File: src/rtl/lnc_pkg.sv
`default_nettype none

package lnc_pkg;

	// fixed field widths of the ports
	localparam int unsigned NODE_W  = 16;
	localparam int unsigned TOTAL_W = 5;
	localparam int unsigned LIMIT_W = 5;

	localparam logic [LIMIT_W-1:0] MAX_ENTRIES_RST = 5'd16;

	typedef enum logic [1:0] {
		ST_IDLE,
		ST_TOUCH,
		ST_TRIM
	} lnc_state_t;

	// controller -> datapath
	typedef struct packed {
		logic load_id;     // latch node_id on an input beat
		logic touch;       // match and reorder the list
		logic evict;       // drop the tail, send an eviction beat
		logic emit_final;  // send the single no-eviction beat
	} lnc_cmd_t;

	// datapath -> controller
	typedef struct packed {
		logic out_free;    // output register can take a beat this cycle
		logic over_limit;  // count above limit
		logic last_evict;  // dropping one more entry reaches the limit
	} lnc_sts_t;

endpackage : lnc_pkg

`default_nettype wire

File: src/rtl/lnc_ctrl.sv
`default_nettype none

module lnc_ctrl (
	input  wire logic              clk,
	input  wire logic              arst_n,
	input  wire logic              in_valid,
	output logic                   in_stall,
	input  wire lnc_pkg::lnc_sts_t sts,
	output lnc_pkg::lnc_cmd_t      cmd
);
	import lnc_pkg::*;

	lnc_state_t state_q;
	lnc_state_t state_d;
	logic       done;   // final beat of the current item goes out now
	logic       take;   // input beat accepted now

	always_ff @(posedge clk or negedge arst_n) begin
		if (!arst_n) begin
			state_q <= ST_IDLE;
		end else begin
			state_q <= state_d;
		end
	end

	// final beat: last eviction, or the no-eviction beat
	always_comb begin
		done = 1'b0;
		if (state_q == ST_TRIM && sts.out_free) begin
			done = sts.over_limit ? sts.last_evict : 1'b1;
		end
	end

	assign take = in_valid && !in_stall;

	// next state
	always_comb begin
		state_d = state_q;
		case (state_q)
			ST_IDLE: begin
				if (take) state_d = ST_TOUCH;
			end
			ST_TOUCH: begin
				state_d = ST_TRIM;
			end
			ST_TRIM: begin
				if (done) state_d = take ? ST_TOUCH : ST_IDLE;
			end
			default: begin
				state_d = ST_IDLE;
			end
		endcase
	end

	// outputs
	always_comb begin
		in_stall = 1'b1;
		cmd      = '0;
		case (state_q)
			ST_IDLE: begin
				in_stall = 1'b0;
			end
			ST_TOUCH: begin
				cmd.touch = 1'b1;
			end
			ST_TRIM: begin
				in_stall = !done;
				if (sts.out_free) begin
					cmd.evict      = sts.over_limit;
					cmd.emit_final = !sts.over_limit;
				end
			end
			default: begin
				in_stall = 1'b1;
			end
		endcase
		cmd.load_id = in_valid && !in_stall;
	end

endmodule : lnc_ctrl

`default_nettype wire

File: src/rtl/lnc_dpath.sv
`default_nettype none

module lnc_dpath #(
	parameter int unsigned CAPACITY = 16,
	parameter int unsigned ID_BITS  = 16
) (
	input  wire logic                           clk,
	input  wire logic                           arst_n,
	input  wire logic                           cfg_write,
	input  wire logic [lnc_pkg::LIMIT_W-1:0]    cfg_data,
	input  wire logic [lnc_pkg::NODE_W-1:0]     node_id,
	output logic                                out_valid,
	input  wire logic                           out_stall,
	output logic                                newly_referenced,
	output logic                                evict_valid,
	output logic [lnc_pkg::NODE_W-1:0]          evicted_node,
	output logic [lnc_pkg::TOTAL_W-1:0]         entry_total,
	output logic                                last,
	input  wire lnc_pkg::lnc_cmd_t              cmd,
	output lnc_pkg::lnc_sts_t                   sts
);
	import lnc_pkg::*;

	localparam int unsigned SLOTS = CAPACITY + 1;
	localparam int unsigned CW    = $clog2(SLOTS + 1);           // count width
	localparam int unsigned IW    = (SLOTS > 1) ? $clog2(SLOTS) : 1;
	localparam int unsigned MW    = ((CW > LIMIT_W) ? CW : LIMIT_W) + 1;

	// list cells, slot 0 is most recent; slots below count_q are listed
	logic [ID_BITS-1:0] tag_q [SLOTS];
	logic [CW-1:0]      count_q;
	logic [LIMIT_W-1:0] max_entries_q;
	logic [ID_BITS-1:0] id_q;
	logic               nref_q;

	logic               out_valid_q;
	logic               nref_out_q;
	logic               evict_valid_q;
	logic [NODE_W-1:0]  evicted_node_q;
	logic [TOTAL_W-1:0] entry_total_q;
	logic               last_q;

	logic [ID_BITS+NODE_W-1:0]  id_wide;
	logic [ID_BITS-1:0]         id_in;
	logic [MW-1:0]              me_ext;
	logic [MW-1:0]              cap_ext;
	logic [MW-1:0]              limit;
	logic [MW-1:0]              count_ext;
	logic                       active;
	logic [SLOTS-1:0]           hit;
	logic                       any_hit;
	logic [SLOTS-1:0]           shift_en;
	logic [CW-1:0]              tail_cnt;
	logic [IW-1:0]              tail_idx;
	logic [ID_BITS-1:0]         tail_tag;
	logic [ID_BITS+NODE_W-1:0]  tail_wide;
	logic [CW+TOTAL_W-1:0]      cnt_dec_wide;
	logic [CW+TOTAL_W-1:0]      cnt_wide;
	logic                       out_free;

	assign id_wide = {{ID_BITS{1'b0}}, node_id};
	assign id_in   = id_wide[ID_BITS-1:0];

	// limit = min(max_entries, CAPACITY)
	assign me_ext    = MW'(max_entries_q);
	assign cap_ext   = MW'(CAPACITY);
	assign limit     = (me_ext > cap_ext) ? cap_ext : me_ext;
	assign count_ext = MW'(count_q);
	assign active    = (limit != '0) || (count_q != '0);

	// match in every listed cell
	always_comb begin
		for (int i = 0; i < SLOTS; i++) begin
			hit[i] = (CW'(i) < count_q) && (tag_q[i] == id_q);
		end
	end
	assign any_hit = |hit;

	// a cell shifts down when no hit sits in front of it
	always_comb begin
		for (int i = 0; i < SLOTS; i++) begin
			shift_en[i] = ~|(hit & (SLOTS'({SLOTS{1'b1}} >> (SLOTS - i))));
		end
	end

	assign tail_cnt  = count_q - CW'(1);
	assign tail_idx  = tail_cnt[IW-1:0];
	assign tail_tag  = tag_q[tail_idx];
	assign tail_wide = {{NODE_W{1'b0}}, tail_tag};

	assign cnt_dec_wide = {{TOTAL_W{1'b0}}, tail_cnt};
	assign cnt_wide     = {{TOTAL_W{1'b0}}, count_q};

	assign out_free = !out_valid_q || !out_stall;

	assign sts.out_free   = out_free;
	assign sts.over_limit = count_ext > limit;
	assign sts.last_evict = count_ext <= (limit + MW'(1));

	// list cells, no reset
	always_ff @(posedge clk) begin
		if (cmd.load_id) begin
			id_q <= id_in;
		end
		if (cmd.touch && active) begin
			tag_q[0] <= id_q;
			for (int i = 1; i < SLOTS; i++) begin
				if (shift_en[i]) tag_q[i] <= tag_q[i-1];
			end
		end
	end

	always_ff @(posedge clk or negedge arst_n) begin
		if (!arst_n) begin
			count_q       <= '0;
			max_entries_q <= MAX_ENTRIES_RST;
			nref_q        <= 1'b0;
		end else begin
			if (cfg_write) begin
				max_entries_q <= cfg_data;
			end
			if (cmd.touch) begin
				nref_q <= active && !any_hit;
				if (active && !any_hit) count_q <= count_q + CW'(1);
			end else if (cmd.evict) begin
				count_q <= tail_cnt;
			end
		end
	end

	// output register
	always_ff @(posedge clk or negedge arst_n) begin
		if (!arst_n) begin
			out_valid_q <= 1'b0;
		end else if (cmd.evict || cmd.emit_final) begin
			out_valid_q <= 1'b1;
		end else if (!out_stall) begin
			out_valid_q <= 1'b0;
		end
	end

	always_ff @(posedge clk) begin
		if (cmd.evict) begin
			nref_out_q     <= nref_q;
			evict_valid_q  <= 1'b1;
			evicted_node_q <= tail_wide[NODE_W-1:0];
			entry_total_q  <= cnt_dec_wide[TOTAL_W-1:0];
			last_q         <= sts.last_evict;
		end else if (cmd.emit_final) begin
			nref_out_q     <= nref_q;
			evict_valid_q  <= 1'b0;
			evicted_node_q <= '0;
			entry_total_q  <= cnt_wide[TOTAL_W-1:0];
			last_q         <= 1'b1;
		end
	end

	assign out_valid        = out_valid_q;
	assign newly_referenced = nref_out_q;
	assign evict_valid      = evict_valid_q;
	assign evicted_node     = evicted_node_q;
	assign entry_total      = entry_total_q;
	assign last             = last_q;

endmodule : lnc_dpath

`default_nettype wire

File: src/rtl/lru_node_cache_unit.sv
`default_nettype none

// LRU node cache: keeps a recency-ordered list of node ids, most recent first.
// Each input beat touches one node_id: a listed id moves to the front, a new id
// is added at the front with newly_referenced set. The list is then trimmed
// from its least recent end down to min(max_entries, CAPACITY), one output
// beat per dropped id (evict_valid=1); with nothing dropped a single beat with
// evict_valid=0 goes out. last marks the final beat of each input. With the
// limit at 0 and the list empty the touch is ignored and one all-zero beat
// with last=1 results. Each input passes a touch state (compare against every
// cell and shift of the cell chain), then the trim state sends one output
// beat per cycle while out_stall lets the output register take it; out_stall
// holds the trim state, and the touch state never overlaps any trim beats.
// A new beat is taken in the cycle the final output beat is loaded, and a
// waiting output beat sits in its register while the next item is taken.
// cfg_write loads max_entries (reset 16); write it only while idle. Ids wider
// than ID_BITS are cut to their low ID_BITS bits before matching.
module lru_node_cache_unit #(
	parameter int unsigned CAPACITY = 16,  // 1..64
	parameter int unsigned ID_BITS  = 16   // 4..64
) (
	input  wire logic                         clk,
	input  wire logic                         arst_n,
	// configuration
	input  wire logic                         cfg_write,
	input  wire logic [lnc_pkg::LIMIT_W-1:0]  cfg_data,
	// input channel
	input  wire logic                         in_valid,
	output logic                              in_stall,
	input  wire logic [lnc_pkg::NODE_W-1:0]   node_id,
	// output channel
	output logic                              out_valid,
	input  wire logic                         out_stall,
	output logic                              newly_referenced,
	output logic                              evict_valid,
	output logic [lnc_pkg::NODE_W-1:0]        evicted_node,
	output logic [lnc_pkg::TOTAL_W-1:0]       entry_total,
	output logic                              last
);
	import lnc_pkg::*;

	lnc_cmd_t cmd;
	lnc_sts_t sts;

	// sequencer: idle -> touch -> trim (one beat per cycle while out_stall lets the output register take it)
	lnc_ctrl u_ctrl (
		.clk      (clk),
		.arst_n   (arst_n),
		.in_valid (in_valid),
		.in_stall (in_stall),
		.sts      (sts),
		.cmd      (cmd)
	);

	// cell chain, entry count, limit register and output register
	lnc_dpath #(
		.CAPACITY (CAPACITY),
		.ID_BITS  (ID_BITS)
	) u_dpath (
		.clk              (clk),
		.arst_n           (arst_n),
		.cfg_write        (cfg_write),
		.cfg_data         (cfg_data),
		.node_id          (node_id),
		.out_valid        (out_valid),
		.out_stall        (out_stall),
		.newly_referenced (newly_referenced),
		.evict_valid      (evict_valid),
		.evicted_node     (evicted_node),
		.entry_total      (entry_total),
		.last             (last),
		.cmd              (cmd),
		.sts              (sts)
	);

endmodule : lru_node_cache_unit

`default_nettype wire
File: config.mk
export PLATFORM = sky130hd
export DESIGN_NAME = lru_node_cache_unit
export DESIGN_NICKNAME = d
export VERILOG_FILES = /design/src/rtl/lnc_pkg.sv /design/src/rtl/lnc_ctrl.sv /design/src/rtl/lnc_dpath.sv /design/src/rtl/lru_node_cache_unit.sv
export SDC_FILE = /design/constraint.sdc
export NUM_CORES = 1
export LEC_CHECK = 0
export ABC_AREA = 1
export BUFFER_PORTS_ARGS = -buffer_cell sky130_fd_sc_hd__buf_4
export CAP_MARGIN = 20
export CORE_UTILIZATION = 50
export CTS_BUF_LIST = sky130_fd_sc_hd__clkbuf_8 sky130_fd_sc_hd__clkbuf_16
export DETAILED_ROUTE_END_ITERATION = 8
export PLACE_DENSITY = 0.66
export RECOVER_POWER = 100
export REMOVE_ABC_BUFFERS = 1
export SYNTH_ARGS = -nofsm -noshare
export SYNTH_HDL_FRONTEND = slang
export SYNTH_HIERARCHICAL = 1
export SYNTH_SLANG_ARGS = --single-unit
File: constraint.sdc
create_clock -name clk -period 10.4 [get_ports clk]
set_clock_uncertainty 0.2 [all_clocks]
set_input_delay 2.6 -clock clk [delete_from_list [all_inputs] [get_ports clk]]
set_output_delay 2.6 -clock clk [all_outputs]
set_load 0.02 [all_outputs]
== Word-level counts from Yosys, hierarchy flattened ==
Memories as Yosys holds them, arrays and structs flattened.
Index checks and enable logic that the tools add are counted.

* $add $sub $neg: 3
* $lt $le $gt $ge: 20
* Eq/ne operators: 23
* Multiplexer cells: 74
* Reduce and logical (&&, ||, !) cells: 53

{| class="wikitable"
|+ Operators by type and width
! kind !! number
|-
| equality test 16 bit || 17
|-
| two-way mux 1 bit || 60
|-
| less-than comparator 4 x 5 -> 1 bit, first input constant || 8
|-
| two-way mux 16 bit || 2
|-
| two-way mux 5 bit || 6
|-
| logical AND 1 bit || 21
|-
| less-than comparator 3 x 5 -> 1 bit, first input constant || 4
|-
| OR reduction 17 bit || 1
|-
| OR reduction 16 bit || 1
|-
| OR reduction 15 bit || 1
|-
| OR reduction 14 bit || 1
|-
| OR reduction 13 bit || 1
|-
| OR reduction 12 bit || 1
|-
| OR reduction 11 bit || 1
|-
| less-than comparator 1 x 5 -> 1 bit, first input constant || 2
|-
| less-than comparator 2 x 5 -> 1 bit, first input constant || 2
|-
| OR reduction 10 bit || 1
|-
| OR reduction 9 bit || 1
|-
| two-way mux 2 bit || 4
|-
| OR reduction 8 bit || 1
|-
| OR reduction 7 bit || 1
|-
| adder 6 x 1 -> 6 bit, second input constant || 1
|-
| > comparator 5 x 6 -> 1 bit || 1
|-
| less-or-equal comparator 5 x 6 -> 1 bit || 1
|-
| other kinds (22) || 33
|}

* Bits in registers: 54
* Memory bits (writable): 272
* Bits of input ports: 26
* Output and inout bits: 26
* Logic and storage cells: 185
* Memories: 1

{| class="wikitable"
|+ Memories
! memory !! words !! bits a word !! read ports !! clocked after Yosys merged registers in !! wr ports !! RTL line !! text
|-
| u_dpath.tag_q || 17 || 16 || 18 || 0 || 17 || lnc_dpath.sv:30 || <nowiki>logic [ID_BITS-1:0] tag_q [SLOTS];</nowiki>
|}

== Depth between registers and ports, before layout ==
* Depth in word-level cells: 13
* Depth in mapped cells: 21
* Gate-level depth less buffers: 20

== Cells and area by module ==
The synthesis kept the hierarchy.

{| class="wikitable"
|+ Modules (own cells, without submodules)
! module !! times used !! cells each !! area an instance (um^2) !! seq. area each (um^2)
|-
| lnc_dpath || 1 || 2153 || 18674.2 || 9660.5
|-
| lnc_ctrl || 1 || 21 || 135.1 || 50.0
|}

== Least setup slack after synthesis ==
No wires, ideal clock.

* Kind: input-to-output
* Start point: in out_stall
* End point: out in_stall
* Arrival: 3013 ps
* Required time: 7600 ps
* Slack: 4587 ps
* Stages on the path: 5
* Buffers on the path: 1
* Cell sequence: nand2_1 > buf_4 > nand2_1 > nand2_1 > nand2_2

{| class="wikitable"
|+ RTL lines
! what !! RTL line !! text
|-
| start, declared || lru_node_cache_unit.sv:33 || <nowiki>input wire logic out_stall,</nowiki>
|-
| end, declared || lru_node_cache_unit.sv:29 || <nowiki>output logic in_stall,</nowiki>
|}

==> impl_metrics.env <==
export IMPL_rsz0062_at_grt="no"
export IMPL_r2r_slack_ns=2.64
export IMPL_clkTransAtPathRegs_ns=0.06
export IMPL_gp_congestion=1.01
export IMPL_globalRouteTotalUtil_pct=36.1
export IMPL_gr_total_overflow=0
export IMPL_layout_cells_non_filler=2696
export IMPL_synth_cell_type_count=52
export IMPL_pin_count=52
export IMPL_grt_pass1_vias=15034
export IMPL_r2r_start="u_dpath/count_q[0]"
export IMPL_max_slew_margin_rel_pct=-51.7
export IMPL_cp_end_kind="flop"
export IMPL_synth_most_common_cell="nand2_1"
export IMPL_dieArea_sq_mm=0.0384
export IMPL_yosysTopAreaCellShare_pct=49.7
export IMPL_avgSynthCellArea_sq_um=8.65
export IMPL_min_path_type="flop to flop"
export IMPL_postSynthCellCount=2174
export IMPL_finalWirelength_microns=69400
export IMPL_ys_seq_elements=326
export IMPL_setup_tns_ns=0
export IMPL_cts_buffers=38
export IMPL_arrival_ns=7.82
export IMPL_clk_path_buf_depth=3
export IMPL_yosysWarnings=6
export IMPL_crit_start="u_dpath/count_q[0]"
export IMPL_worst_pin_slew_ns=2.28
export IMPL_cts_tree="done"
export IMPL_avgViaCountPerCell=6.08
export IMPL_worstSkewPairLatency_ns=0.56
export IMPL_crit_end="u_dpath/tag_q[7][9]"
export IMPL_fmax_ghz=0.129
export IMPL_dr_pass1_iters=7
export IMPL_antenna_found_initial=1
export IMPL_cts_resized=0
export IMPL_failed_checks="capacitance limit, slew limit"
export IMPL_total_power_uw=6380
export IMPL_drive_gt1_share_pct=6.02
export IMPL_grt_max_degree=85
export IMPL_period_minus_slack_ns=7.76
export IMPL_fp_dieH_microns=196
export IMPL_areaGrowthSynthToFinish_pct=8.28
export IMPL_status="finished, violations left"
export IMPL_numPortBuffers=51
export IMPL_vias=16396
export IMPL_setup_viol=0
export IMPL_p_per_area_mw_per_mm2=313
export IMPL_drc=0
export IMPL_synthTopCellsByArea="edfxtp_1 50%, nand2_1 11%, nor2_1 5.2%"
export IMPL_synth_commonest_cells="533 x nand2_1, 311 x edfxtp_1, 262 x nor2_1"
export IMPL_cts_htree_levels=2
export IMPL_finalHoldViolCount=0
export IMPL_cp_start_kind="flop"
export IMPL_die_w_microns=196
export IMPL_crit_fanout=84
export IMPL_synth_edff_count=311
export IMPL_rr_worst_depth=14
export IMPL_synthArstFlopShare_pct=4.29
export IMPL_reg2reg_to="u_dpath/tag_q[7][9]"
export IMPL_initial_core_util_pct=51.1
export IMPL_cts_root_buf="clkbuf_16"
export IMPL_utilization_pct=55.4
export IMPL_crit_type="flop to flop"
export IMPL_wl_per_cell_microns=25.7
export IMPL_critPathRequiredTime_ns=10.46
export IMPL_leakagePower_uw=0.00831
export IMPL_fp_row_count=70
export IMPL_finalNetCount=2240
export IMPL_drv_slew=402
export IMPL_fin_crit_sh_pct=74.6
export IMPL_synth_cell_area_sq_mm=0.0188
export IMPL_synth_flop_cell="edfxtp_1"
export IMPL_peakVddDrop_uv=206
export IMPL_yosysTopAreaCell="edfxtp_1"
export IMPL_cts_setup_buffers=0
export IMPL_synth_seq_area_share_pct=51.6
export IMPL_core_area_sq_mm=0.0368
export IMPL_grt_pass1_wl_microns=99300
export IMPL_placed_cells=2623
export IMPL_dp_hpwl_microns=47800
export IMPL_ant_nets=0
export IMPL_cap_violations=17
export IMPL_postCtsHoldBufs=0
export IMPL_first_iter_violations=2575
export IMPL_cts_sinks=326
-- state kept, by name, indices dropped and copies added (netlist names) --
signal,cells
u_dpath/id_q,16
u_dpath/max_entries_q,5
u_dpath/last,1
u_dpath/entry_total,5
u_dpath/evicted_node,16
u_dpath/tag_q,272
u_dpath/newly_referenced,1
u_dpath/out_valid,1
u_dpath/evict_valid,1
u_dpath/count_q,5
u_ctrl/state_q,2
u_dpath/nref_q,1
-- stage by stage --
stage	setup slack, ns	hold slack (ns)	cell area, sq um
2_1_floorplan	2.78	0.225	18100
3_5_place_dp	4.44	0.246	19400
4_1_cts	4.22	0.260	20600
5_1_grt	2.00	0.273	20400
3_3_place_gp	4.43	0.237	19400
6_report	2.64	0.255	20400
-- layout make-up --
class / count / area [sq um]
Sequential cell: 326 / 9710
Antenna cell: 1 / 2.50
Tap cell: 468 / 586
Inverter: 214 / 811
Timing Repair Buffer: 87 / 439
Multi-Input combinational cell: 1531 / 7580
Clock inverter: 25 / 189
Clock buffer: 44 / 1040
Fill cell: 3391 / 16400
-- worst min path at each step --
| stage | slack, ns | depth (start not counted) | end | startpoint |
|---|---|---|---|---|
| floorplan | 0.23 | 0 | u_dpath/newly_referenced | u_dpath/nref_q |
| global placement | 0.24 | 0 | u_dpath/tag_q[14][9] | u_dpath/tag_q[13][9] |
| detailed placement | 0.25 | 2 | u_dpath/evict_valid | u_dpath/evict_valid |
| CTS | 0.26 | 0 | u_dpath/tag_q[14][9] | u_dpath/tag_q[13][9] |
| global route | 0.27 | 0 | u_dpath/tag_q[14][9] | u_dpath/tag_q[13][9] |
| finish | 0.25 | 0 | u_dpath/tag_q[14][9] | u_dpath/tag_q[13][9] |
-- per-layer routing --
metal	GRT usage (%)	part of all wire [%]	wire length [microns]	vias up
li1	-	-	-	7329
met1	48.2	38	26100	7608
met2	53.6	43	29600	1212
met3	9.58	14	9540	245
met4	19.5	5.9	4110	2
met5	2.04	0.15	107	-
-- report_power, final --
group / switching, uW / total (uW) / internal [uW]
registers: 365 / 2260 / 1890
logic: 2080 / 2800 / 724
clock network: 554 / 1320 / 770
total: 3000 / 6380 / 3390
-- kinds of logic after synthesis --
group	share of synthesized area [%]
adders and majority gates	1.06
xor gates and xnor gates	6.29
DFF	51.6
and+or+nand+nor	22.9
AOI/OAI and AO/OA	10.3
buffers and inverters	7.87
-- worst max-delay path, cell delays in order, from the launching register on --
cell	delay, ns
dfrtp_1	1.69
inv_4	0.80
ha_1	0.50
nand3_1	0.08
nor2_1	0.05
a21oi_2	0.10
clkbuf_1	1.01
nand2_2	0.10
nor2_1	1.29
clkinv_1	0.28
nor2_1	0.16
buf_4	0.26
nand3_1	0.15
a31oi_2	0.49
buf_6	0.24
-- layout by cell type (no fill, tap or decap), types with 17 or more instances in the layout --
cell type	n
inv_1	195
edfxtp_1	311
nand4_1	44
nor2_1	264
a21oi_1	94
xnor2_1	46
xor2_1	89
nand2_1	536
o21ai_0	200
o211ai_1	27
clkbuf_16	39
nor3_1	35
nand3_1	86
inv_2	17
clkbuf_1	58
No activity file was read; power rests on OpenSTA's default activity.
